**src/rtl/core/xdp_pkg.sv**
```systemverilog
// Shared types, character codes and pattern tables of the doctype pre-scanner.
`timescale 1ns / 1ps

package xdp_pkg;

  // Width of the match offset on the result port
  localparam int unsigned OUT_W = 24;

  // Depth of the queue between front and back
  localparam int unsigned QUEUE_DEPTH = 2;

  // Byte codes the scanner cares about
  localparam logic [7:0] CHR_LT     = 8'h3C;  // <
  localparam logic [7:0] CHR_BANG   = 8'h21;  // !
  localparam logic [7:0] CHR_QUEST  = 8'h3F;  // ?
  localparam logic [7:0] CHR_DASH   = 8'h2D;  // -
  localparam logic [7:0] CHR_LBRACK = 8'h5B;  // [
  localparam logic [7:0] CHR_RBRACK = 8'h5D;  // ]
  localparam logic [7:0] CHR_GT     = 8'h3E;  // >
  localparam logic [7:0] CHR_A      = 8'h41;
  localparam logic [7:0] CHR_C      = 8'h43;
  localparam logic [7:0] CHR_D      = 8'h44;
  localparam logic [7:0] CHR_E      = 8'h45;
  localparam logic [7:0] CHR_O      = 8'h4F;
  localparam logic [7:0] CHR_P      = 8'h50;
  localparam logic [7:0] CHR_T      = 8'h54;
  localparam logic [7:0] CHR_Y      = 8'h59;

  // Byte class: every byte that appears in an opener or terminator, else other
  typedef enum logic [3:0] {
    CL_OTHER,
    CL_LT,
    CL_BANG,
    CL_QUEST,
    CL_DASH,
    CL_LBRACK,
    CL_RBRACK,
    CL_GT,
    CL_A,
    CL_C,
    CL_D,
    CL_E,
    CL_O,
    CL_P,
    CL_T,
    CL_Y
  } xdp_class_e;

  // Scanner mode
  typedef enum logic [2:0] {
    MODE_NORMAL,
    MODE_OPEN_COMMENT,
    MODE_OPEN_CDATA,
    MODE_OPEN_DOCTYPE,
    MODE_IN_COMMENT,
    MODE_IN_CDATA,
    MODE_IN_PI,
    MODE_DONE
  } xdp_mode_e;

  // Queue word tag: classified byte plus end-of-document flag
  typedef struct packed {
    xdp_class_e cls;
    logic       last;
  } xdp_tag_t;

  // Back-end status seen by the top level
  typedef struct packed {
    logic pop;
    logic emit;
    logic found;
    logic last;
  } xdp_stat_t;

  // Map a raw byte to its class
  function automatic xdp_class_e classify(input logic [7:0] b);
    xdp_class_e c;
    unique case (b)
      CHR_LT:     c = CL_LT;
      CHR_BANG:   c = CL_BANG;
      CHR_QUEST:  c = CL_QUEST;
      CHR_DASH:   c = CL_DASH;
      CHR_LBRACK: c = CL_LBRACK;
      CHR_RBRACK: c = CL_RBRACK;
      CHR_GT:     c = CL_GT;
      CHR_A:      c = CL_A;
      CHR_C:      c = CL_C;
      CHR_D:      c = CL_D;
      CHR_E:      c = CL_E;
      CHR_O:      c = CL_O;
      CHR_P:      c = CL_P;
      CHR_T:      c = CL_T;
      CHR_Y:      c = CL_Y;
      default:    c = CL_OTHER;
    endcase
    return c;
  endfunction

  // Expected class at opener position idx (positions 3 and up)
  function automatic xdp_class_e open_pat(input xdp_mode_e m, input logic [3:0] idx);
    xdp_class_e c;
    c = CL_OTHER;
    unique case (m)
      MODE_OPEN_COMMENT: begin
        if (idx == 4'd3) c = CL_DASH;
      end
      MODE_OPEN_CDATA: begin
        unique case (idx)
          4'd3:    c = CL_C;
          4'd4:    c = CL_D;
          4'd5:    c = CL_A;
          4'd6:    c = CL_T;
          4'd7:    c = CL_A;
          4'd8:    c = CL_LBRACK;
          default: c = CL_OTHER;
        endcase
      end
      MODE_OPEN_DOCTYPE: begin
        unique case (idx)
          4'd3:    c = CL_O;
          4'd4:    c = CL_C;
          4'd5:    c = CL_T;
          4'd6:    c = CL_Y;
          4'd7:    c = CL_P;
          4'd8:    c = CL_E;
          default: c = CL_OTHER;
        endcase
      end
      default: c = CL_OTHER;
    endcase
    return c;
  endfunction

  // Full opener length
  function automatic logic [3:0] open_len(input xdp_mode_e m);
    logic [3:0] n;
    unique case (m)
      MODE_OPEN_COMMENT: n = 4'd4;
      MODE_OPEN_CDATA:   n = 4'd9;
      MODE_OPEN_DOCTYPE: n = 4'd9;
      default:           n = 4'd0;
    endcase
    return n;
  endfunction

  // Expected class at terminator position idx
  function automatic xdp_class_e term_pat(input xdp_mode_e m, input logic [1:0] idx);
    xdp_class_e c;
    unique case (m)
      MODE_IN_COMMENT: c = (idx == 2'd2) ? CL_GT : CL_DASH;
      MODE_IN_CDATA:   c = (idx == 2'd2) ? CL_GT : CL_RBRACK;
      MODE_IN_PI:      c = (idx == 2'd0) ? CL_QUEST : CL_GT;
      default:         c = CL_OTHER;
    endcase
    return c;
  endfunction

  // Terminator length
  function automatic logic [1:0] term_len(input xdp_mode_e m);
    logic [1:0] n;
    unique case (m)
      MODE_IN_COMMENT: n = 2'd3;
      MODE_IN_CDATA:   n = 2'd3;
      MODE_IN_PI:      n = 2'd2;
      default:         n = 2'd0;
    endcase
    return n;
  endfunction

endpackage

```
**src/rtl/core/xdp_front.sv**
```systemverilog
// Front end: accepts bytes, classifies them and tags each with its document offset.
`timescale 1ns / 1ps

module xdp_front
  import xdp_pkg::*;
#(
  parameter int unsigned OFFSET_BITS = 24
) (
  input  logic                   clk_i,
  input  logic                   rst_ni,
  input  logic [7:0]             data_byte_i,
  input  logic                   last_byte_i,
  input  logic                   in_valid_i,
  output logic                   in_stall_o,
  input  logic                   q_full_i,
  output logic                   q_push_o,
  output xdp_tag_t               q_tag_o,
  output logic [OFFSET_BITS-1:0] q_pos_o
);

  logic [OFFSET_BITS-1:0] pos_q, pos_d;

  // Input side stalls only on a full queue
  assign in_stall_o = q_full_i;
  assign q_push_o   = in_valid_i & ~q_full_i;

  assign q_tag_o.cls  = classify(data_byte_i);
  assign q_tag_o.last = last_byte_i;
  assign q_pos_o      = pos_q;

  // Offset counter, back to zero after the last byte of a document
  always_comb begin
    pos_d = pos_q;
    if (q_push_o) begin
      pos_d = last_byte_i ? '0 : pos_q + {{(OFFSET_BITS-1){1'b0}}, 1'b1};
    end
  end

  always_ff @(posedge clk_i or negedge rst_ni) begin
    if (!rst_ni) begin
      pos_q <= '0;
    end else begin
      pos_q <= pos_d;
    end
  end

endmodule

```
**src/rtl/core/xdp_queue.sv**
```systemverilog
// Short word queue between the front and back ends.
`timescale 1ns / 1ps

module xdp_queue
  import xdp_pkg::*;
#(
  parameter int unsigned OFFSET_BITS = 24
) (
  input  logic                   clk_i,
  input  logic                   rst_ni,
  input  logic                   push_i,
  input  xdp_tag_t               push_tag_i,
  input  logic [OFFSET_BITS-1:0] push_pos_i,
  output logic                   full_o,
  input  logic                   pop_i,
  output logic                   empty_o,
  output xdp_tag_t               head_tag_o,
  output logic [OFFSET_BITS-1:0] head_pos_o
);

  localparam int unsigned PTR_W = (QUEUE_DEPTH > 1) ? $clog2(QUEUE_DEPTH) : 1;
  localparam int unsigned CNT_W = $clog2(QUEUE_DEPTH + 1);
  localparam logic [CNT_W-1:0] CNT_FULL = CNT_W'(QUEUE_DEPTH);
  localparam logic [PTR_W-1:0] PTR_LAST = PTR_W'(QUEUE_DEPTH - 1);

  xdp_tag_t               tag_q [QUEUE_DEPTH];
  logic [OFFSET_BITS-1:0] pos_q [QUEUE_DEPTH];
  logic [PTR_W-1:0]       wr_q, wr_d, rd_q, rd_d;
  logic [CNT_W-1:0]       cnt_q, cnt_d;

  assign full_o     = (cnt_q == CNT_FULL);
  assign empty_o    = (cnt_q == '0);
  assign head_tag_o = tag_q[rd_q];
  assign head_pos_o = pos_q[rd_q];

  // Pointer and fill count update
  always_comb begin
    wr_d  = wr_q;
    rd_d  = rd_q;
    cnt_d = cnt_q;
    if (push_i) begin
      wr_d = (wr_q == PTR_LAST) ? '0 : wr_q + PTR_W'(1);
    end
    if (pop_i) begin
      rd_d = (rd_q == PTR_LAST) ? '0 : rd_q + PTR_W'(1);
    end
    if (push_i && !pop_i) begin
      cnt_d = cnt_q + {{(CNT_W-1){1'b0}}, 1'b1};
    end else if (pop_i && !push_i) begin
      cnt_d = cnt_q - {{(CNT_W-1){1'b0}}, 1'b1};
    end
  end

  always_ff @(posedge clk_i or negedge rst_ni) begin
    if (!rst_ni) begin
      wr_q  <= '0;
      rd_q  <= '0;
      cnt_q <= '0;
    end else begin
      wr_q  <= wr_d;
      rd_q  <= rd_d;
      cnt_q <= cnt_d;
    end
  end

  // Payload storage, no reset
  always_ff @(posedge clk_i) begin
    if (push_i) begin
      tag_q[wr_q] <= push_tag_i;
      pos_q[wr_q] <= push_pos_i;
    end
  end

endmodule

```
**src/rtl/core/xdp_back.sv**
```systemverilog
// Back end: opener/terminator state machine and the result register.
`timescale 1ns / 1ps

module xdp_back
  import xdp_pkg::*;
#(
  parameter int unsigned OFFSET_BITS = 24
) (
  input  logic                   clk_i,
  input  logic                   rst_ni,
  input  logic                   q_empty_i,
  input  xdp_tag_t               q_tag_i,
  input  logic [OFFSET_BITS-1:0] q_pos_i,
  output logic                   q_pop_o,
  output logic                   out_valid_o,
  input  logic                   out_stall_i,
  output logic                   doctype_found_o,
  output logic [OUT_W-1:0]       match_offset_o,
  output xdp_stat_t              stat_o
);

  xdp_mode_e              mode_q, mode_d;
  logic [3:0]             op_q, op_d, op_inc;
  logic [1:0]             tp_q, tp_d, tp_inc;
  logic [OFFSET_BITS-1:0] cand_q, cand_d;
  logic                   hit, do_restart, emit;
  logic [OFFSET_BITS-1:0] res_offset;

  logic                         out_valid_q, out_valid_d;
  logic                         found_q;
  logic [OFFSET_BITS-1:0]       offset_q;
  logic [OFFSET_BITS+OUT_W-1:0] offset_ext;

  xdp_class_e cls;

  assign cls    = q_tag_i.cls;
  assign op_inc = op_q + 4'd1;
  assign tp_inc = tp_q + 2'd1;

  // Take a word whenever the result slot is free or draining
  assign q_pop_o = ~q_empty_i & (~out_valid_q | ~out_stall_i);

  // Next state
  always_comb begin
    mode_d     = mode_q;
    op_d       = op_q;
    tp_d       = tp_q;
    cand_d     = cand_q;
    hit        = 1'b0;
    do_restart = 1'b0;
    if (q_pop_o) begin
      unique case (mode_q)
        MODE_NORMAL: begin
          if (op_q == 4'd0) begin
            if (cls == CL_LT) begin
              cand_d = q_pos_i;
              op_d   = 4'd1;
            end
          end else if (op_q == 4'd1) begin
            if (cls == CL_BANG) begin
              op_d = 4'd2;
            end else if (cls == CL_QUEST) begin
              mode_d = MODE_IN_PI;
              op_d   = 4'd0;
              tp_d   = 2'd0;
            end else begin
              do_restart = 1'b1;
            end
          end else begin
            // third byte picks one of the three "<!" openers
            unique case (cls)
              CL_DASH: begin
                mode_d = MODE_OPEN_COMMENT;
                op_d   = 4'd3;
              end
              CL_LBRACK: begin
                mode_d = MODE_OPEN_CDATA;
                op_d   = 4'd3;
              end
              CL_D: begin
                mode_d = MODE_OPEN_DOCTYPE;
                op_d   = 4'd3;
              end
              default: do_restart = 1'b1;
            endcase
          end
        end
        MODE_OPEN_COMMENT, MODE_OPEN_CDATA, MODE_OPEN_DOCTYPE: begin
          if (op_q >= open_len(mode_q) || cls != open_pat(mode_q, op_q)) begin
            do_restart = 1'b1;
          end else begin
            op_d = op_inc;
            if (op_inc == open_len(mode_q)) begin
              op_d = 4'd0;
              tp_d = 2'd0;
              unique case (mode_q)
                MODE_OPEN_COMMENT: mode_d = MODE_IN_COMMENT;
                MODE_OPEN_CDATA:   mode_d = MODE_IN_CDATA;
                default: begin
                  mode_d = MODE_DONE;
                  hit    = 1'b1;
                end
              endcase
            end
          end
        end
        MODE_IN_COMMENT, MODE_IN_CDATA, MODE_IN_PI: begin
          if (cls == term_pat(mode_q, tp_q)) begin
            tp_d = tp_inc;
            if (tp_inc == term_len(mode_q)) begin
              mode_d = MODE_NORMAL;
              op_d   = 4'd0;
              tp_d   = 2'd0;
            end
          end else if (cls != term_pat(mode_q, 2'd0)) begin
            // a repeated first terminator byte keeps the progress
            tp_d = 2'd0;
          end
        end
        default: ;
      endcase

      // failed opener: a '<' starts the next candidate
      if (do_restart) begin
        mode_d = MODE_NORMAL;
        tp_d   = 2'd0;
        if (cls == CL_LT) begin
          cand_d = q_pos_i;
          op_d   = 4'd1;
        end else begin
          op_d = 4'd0;
        end
      end

      // end of document: back to the reset state
      if (q_tag_i.last) begin
        mode_d = MODE_NORMAL;
        op_d   = 4'd0;
        tp_d   = 2'd0;
        cand_d = '0;
      end
    end
  end

  // Result of the current word
  always_comb begin
    emit       = q_pop_o & (hit | (mode_q != MODE_DONE && q_tag_i.last));
    res_offset = hit ? cand_q : q_pos_i + {{(OFFSET_BITS-1){1'b0}}, 1'b1};
  end

  always_ff @(posedge clk_i or negedge rst_ni) begin
    if (!rst_ni) begin
      mode_q <= MODE_NORMAL;
      op_q   <= 4'd0;
      tp_q   <= 2'd0;
      cand_q <= '0;
    end else begin
      mode_q <= mode_d;
      op_q   <= op_d;
      tp_q   <= tp_d;
      cand_q <= cand_d;
    end
  end

  // Result register
  always_comb begin
    out_valid_d = out_valid_q;
    if (emit) begin
      out_valid_d = 1'b1;
    end else if (!out_stall_i) begin
      out_valid_d = 1'b0;
    end
  end

  always_ff @(posedge clk_i or negedge rst_ni) begin
    if (!rst_ni) begin
      out_valid_q <= 1'b0;
    end else begin
      out_valid_q <= out_valid_d;
    end
  end

  always_ff @(posedge clk_i) begin
    if (emit) begin
      found_q  <= hit;
      offset_q <= res_offset;
    end
  end

  assign offset_ext      = {{OUT_W{1'b0}}, offset_q};
  assign out_valid_o     = out_valid_q;
  assign doctype_found_o = found_q;
  assign match_offset_o  = offset_ext[OUT_W-1:0];

  assign stat_o.pop   = q_pop_o;
  assign stat_o.emit  = emit;
  assign stat_o.found = hit;
  assign stat_o.last  = q_tag_i.last;

endmodule

```
**src/rtl/core/xml_doctype_prescanner.sv**
```systemverilog
// Top level of the streaming doctype pre-scanner.
//
//   channel  dir  handshake               word
//   in       in   in_valid_i/in_stall_o   data_byte_i, last_byte_i
//   out      out  out_valid_o/out_stall_i doctype_found_o, match_offset_o
//
// One byte per cycle sustained while the output is not stalled; a byte that is
// taken is written into the queue, then scanned, and its result is loaded into
// the result register when the scanner takes it from the queue.
// The queue holds two words; in_stall_o rises only when it is full.
// Results are held in a single output register; a stalled result blocks
// the scanner, which then fills the queue.
// Reset clears the offset counter, the queue and the scanner; no clear pass.
`timescale 1ns / 1ps

module xml_doctype_prescanner
  import xdp_pkg::*;
#(
  parameter int unsigned OFFSET_BITS = 24
) (
  input  logic             clk_i,
  input  logic             rst_ni,
  input  logic             in_valid_i,
  output logic             in_stall_o,
  input  logic [7:0]       data_byte_i,
  input  logic             last_byte_i,
  output logic             out_valid_o,
  input  logic             out_stall_i,
  output logic             doctype_found_o,
  output logic [OUT_W-1:0] match_offset_o
);

  logic                   q_full, q_empty, q_push, q_pop;
  xdp_tag_t               push_tag, head_tag;
  logic [OFFSET_BITS-1:0] push_pos, head_pos;
  xdp_stat_t              stat;

  xdp_front #(
    .OFFSET_BITS(OFFSET_BITS)
  ) u_front (
    .clk_i      (clk_i),
    .rst_ni     (rst_ni),
    .data_byte_i(data_byte_i),
    .last_byte_i(last_byte_i),
    .in_valid_i (in_valid_i),
    .in_stall_o (in_stall_o),
    .q_full_i   (q_full),
    .q_push_o   (q_push),
    .q_tag_o    (push_tag),
    .q_pos_o    (push_pos)
  );

  xdp_queue #(
    .OFFSET_BITS(OFFSET_BITS)
  ) u_queue (
    .clk_i     (clk_i),
    .rst_ni    (rst_ni),
    .push_i    (q_push),
    .push_tag_i(push_tag),
    .push_pos_i(push_pos),
    .full_o    (q_full),
    .pop_i     (q_pop),
    .empty_o   (q_empty),
    .head_tag_o(head_tag),
    .head_pos_o(head_pos)
  );

  xdp_back #(
    .OFFSET_BITS(OFFSET_BITS)
  ) u_back (
    .clk_i          (clk_i),
    .rst_ni         (rst_ni),
    .q_empty_i      (q_empty),
    .q_tag_i        (head_tag),
    .q_pos_i        (head_pos),
    .q_pop_o        (q_pop),
    .out_valid_o    (out_valid_o),
    .out_stall_i    (out_stall_i),
    .doctype_found_o(doctype_found_o),
    .match_offset_o (match_offset_o),
    .stat_o         (stat)
  );

`ifndef SYNTHESIS
  // A not-found result only ever comes from the last byte of a document
  a_notfound_on_last: assert property (@(posedge clk_i) disable iff (!rst_ni)
    stat.emit && !stat.found |-> stat.last)
    else $error("not-found result on a byte that is not the last");

  // The scanner never overwrites a result that is still stalled
  a_no_overwrite: assert property (@(posedge clk_i) disable iff (!rst_ni)
    stat.pop |-> !(out_valid_o && out_stall_i))
    else $error("word taken while result is stalled");

  // A new result is visible on the next cycle
  a_emit_shows: assert property (@(posedge clk_i) disable iff (!rst_ni)
    stat.emit |=> out_valid_o && doctype_found_o == $past(stat.found))
    else $error("result register did not load");

  // Nothing leaves an empty queue
  a_pop_nonempty: assert property (@(posedge clk_i) disable iff (!rst_ni)
    q_pop |-> !q_empty)
    else $error("pop from empty queue");
`endif

endmodule

```
**config.mk**
```make
export PLATFORM = sky130hd
export DESIGN_NAME = xml_doctype_prescanner
export DESIGN_NICKNAME = d
export VERILOG_FILES = /design/src/rtl/core/xdp_pkg.sv /design/src/rtl/core/xdp_front.sv /design/src/rtl/core/xdp_queue.sv /design/src/rtl/core/xdp_back.sv /design/src/rtl/core/xml_doctype_prescanner.sv
export SDC_FILE = /design/constraint.sdc
export NUM_CORES = 1
export LEC_CHECK = 0
export BUFFER_PORTS_ARGS = -buffer_cell sky130_fd_sc_hd__buf_2
export CORE_ASPECT_RATIO = 0.5
export CORE_MARGIN = 2
export CORE_UTILIZATION = 30
export DETAILED_ROUTE_END_ITERATION = 7
export PLACE_DENSITY = 0.48
export REMOVE_ABC_BUFFERS = 1
export SLEW_MARGIN = 20
export SYNTH_ARGS = -nofsm -noshare
export SYNTH_HDL_FRONTEND = slang
export SYNTH_SLANG_ARGS = --single-unit
```
**constraint.sdc**
```tcl
create_clock -name clk_i -period 11.5 [get_ports clk_i]
set_input_delay 1.725 -clock clk_i [delete_from_list [all_inputs] [get_ports clk_i]]
set_output_delay 1.725 -clock clk_i [all_outputs]
set_load 0.02 [all_outputs]
```
==> results.json <==
{
  "p_comb_share_pct": 41.4,
  "first_pass_iters": 4,
  "finalNonFillerCells": 1142,
  "synth_most_common_cell": "nand2_1",
  "worstSetupPathType": "reg2reg",
  "wl_per_cell_microns": 16.7,
  "pwr-share-seq_pct": 35.5,
  "nets": 803,
  "ys_seq_area_share_pct": 50.6,
  "peakVddDrop_v": 0.000110,
  "period_needed_ns": 4.57,
  "setup-tns-final_ns": 0,
  "post_cts_buffers": 0,
  "gr-usage-all-layers_pct": 13.9,
  "fmax_mhz": 219,
  "ys.flop_type": "edfxtp_1",
  "ys_types": 81,
  "grt_pass1_vias": 5692,
  "critical_path.max_stage_delay_ns": 0.73,
  "place_area_sq_mm": 0.00851,
  "p_switching_w": 0.000962,
  "yosysTopAreaCell": "edfxtp_1",
  "ys_ff_latch": 145,
  "gp_congestion": 0.799,
  "worst_slack_ns": 6.93,
  "ys_warn_count": 0,
  "hp-class": "reg2reg",
  "dpl_worst_slack_ns": 6.94,
  "swShare_pct": 42.4,
  "rsz0062_at_grt": "no",
  "initial_utilization_pct": 30.4,
  "grt-ovfl-total": 0,
  "power_w": 0.00227,
  "drtIter0Drc": 481,
  "diodes": 0,
  "die_h_microns": 119,
  "via_per_inst": 5.14,
  "drive_above_1_share_pct": 15.9,
  "grt_antenna_before_repair": 0,
  "cp_slowest_cell": "dfrtp_1",
  "syn2layout_area_growth_pct": 13.6,
  "synth_common_cells": "96 x nand2_1, 83 x edfxtp_1, 62 x dfrtp_1",
  "clock_path_buffers": 2,
  "powerDensity_mw_per_mm2": 250,
  "cts.sinks": 145,
  "wl_met3_microns": 618,
  "synth_top_area_share_pct": 31.2,
  "wirelength_microns": 19100,
  "critPathCaptureType": "register",
  "internal_power_w": 0.00131,
  "die_w_microns": 235,
  "synthCells": 748,
  "drtAntennaViolNets": 0,
  "status": "completed",
  "drc": 0,
  "row_count": 42,
  "coreArea_sq_mm": 0.0263,
  "synth_edf_count": 83,
  "report.final.hold_viol_count": 0,
  "topRoutingLayerUsed": "met4",
  "cp_max_fo": 44,
  "grt_first_pass_wirelength_microns": 30800,
  "timing.final.crit_share_pct": 39.8,
  "finalInstanceArea_sq_mm": 0.00908,
  "report.final.slew_viol_count": 0,
  "root_buffer": "clkbuf_16",
  "ioPinCount": 40,
  "cts_tree": "done",
  "ctsResizeCount": 0,
  "portBuffers": 39,
  "htree_levels": 4,
  "die_area_sq_mm": 0.0281,
  "dr_wl_met2_microns": 9020,
  "place_inst": 1110,
  "cp_common_cell": "buf_4",
  "synthesis.area_sq_mm": 0.00800,
  "power_leakage_nw": 3.41,
  "slew_headroom_pct": 34.3,
  "grt_max_degree": 63,
  "maxCapViolations": 0,
  "clock_power_share_pct": 23.0,
  "worstPathRequired_ns": 11.62,
  "cp_cell_sequence": "nand2b_1 -> inv_1 -> ha_1 -> or3b_1 -> a21o_1 -> a221oi_2 -> o2111ai_1 -> nor4_4 -> buf_4 -> o21bai_2 -> buf_4",
  "syn_area_per_cell_sq_um": 10.7,
  "synthTopCellsByArea": "edfxtp_1 31%, dfrtp_1 19%, nand2_1 4.5%",
  "clkTransAtPathRegs_ns": 0.06,
  "startpoint_type": "register",
  "m1WireLength_microns": 9280,
  "finalClockSkew_ns": 0.00887,
  "cts_made_buffers": 17,
  "setup_viol": 0,
  "clk_latency_ns": 0.42,
  "worstMarginPinSlew_ns": 0.983,
  "dr_total_vias": 5868,
  "hold_buffers": 0,
  "async_reset_ff_share_pct": 42.8,
  "critical_path_arrival_ns": 4.69,
  "hpwl_microns": 13100
}
## critical path: cells and delay by family, from the launching register on
family	cells	cell delay, ns
adder cells (fa/ha/maj)	1	0.27
AO/OA/AOI/OAI	4	1.18
buffers and inverters	3	0.98
flip-flops	1	0.73
AND/OR/NAND/NOR	3	1.08
## sequential cells by signal, indices dropped and copies added, names as in the netlist
signal and flops:
u_back.out_valid_o 1, u_queue.pos_q 48, u_queue.rd_q 1, u_back.op_q 4, u_queue.tag_q 10, u_queue.wr_q 1
u_front.q_pos_o 24, u_back.cand_q 24, u_back.doctype_found_o 1, u_back.mode_q 3, u_queue.cnt_q 2, u_back.match_offset_o 24
u_back.tp_q 2
## power groups by stage
stage / logic, W / clock network (W) / registers [W]
after detailed placement: 0.000938 / 0 / 0.000818
final: 0.000940 / 0.000522 / 0.000806
after floorplan: 0.000580 / 0 / 0.000854
after global placement: 0.000934 / 0 / 0.000814
after global routing: 0.00102 / 0.000560 / 0.000823
after CTS: 0.000941 / 0.000537 / 0.000808
## routing by layer
layer	GRT usage, %	vias up
li1	-	2865
met1	19.0	2880
met2	22.8	107
met3	1.88	16
met4	4.79	0
met5	0	-
## cell usage in the layout, fill, tap and decap left out, types with 5 or more instances in the layout
cell type / count
xnor2_1: 18
mux2i_1: 16
a211oi_1: 12
o21ai_0: 61
nand3_1: 30
buf_4: 9
clkbuf_16: 17
o2111ai_1: 17
edfxtp_1: 83
nand3b_1: 6
o22ai_1: 6
a21oi_1: 19
a21o_1: 5
mux2_2: 24
o21bai_1: 12
and3_1: 11
nand2_1: 96
nand2b_1: 8
dfrtp_1: 61
nand4_1: 7
ha_1: 13
nor3_1: 16
o31ai_1: 5
inv_1: 15
buf_2: 39
nor2_1: 44
nor2b_1: 6
xor2_1: 26
## final cells by class
class                   count  area, sq um
fillers                  2633        17200
flip-flops and latches    145         4050
multi-input cells         549         3710
clock buffers              19          443
well taps                 352          440
repair buffers             48          263
clock inverters            13          121
inverters                  16         60.1
## through the flow
| stage | util (%) | hold slack [ns] |
|---|---|---|
| 6_report | 34.5 | 0.508 |
| 2_1_floorplan | - | 0.461 |
| 4_1_cts | 34.5 | 0.515 |
| 5_1_grt | 34.5 | 0.524 |
| 3_3_place_gp | 32.3 | 0.492 |
| 3_5_place_dp | 32.3 | 0.500 |
## logic make-up (layout without fill, tap and decap cells)
kind of cell               after synthesis  in the layout  share of synthesized area, %
adders and majority gates               13             13                          2.03
and+or+nand+nor                        260            260                          16.4
AOI/OAI and AO/OA                      186            186                          16.3
buffers and inverters                   54             96                          3.22
xor gates and xnor gates                46             46                          5.30
muxes                                   44             44                          6.13
DFF                                    145            145                          50.6
## worst paths after layout
path	start	to	slack [ns]	cells past startpoint
max	u_back.mode_q[1]	u_back.match_offset_o[3]	6.93	11
min	u_front.q_pos_o[10]	u_queue.pos_q[0][10]	0.51	0
max reg2reg	u_back.mode_q[1]	u_back.match_offset_o[3]	6.93	11
min reg2reg	u_front.q_pos_o[10]	u_queue.pos_q[0][10]	0.51	0
max in group asynchronous	rst_ni	u_queue.rd_q	9.39	2
min in group asynchronous	rst_ni	u_queue.wr_q	1.50	2
(Power assumes the default switching activity.)
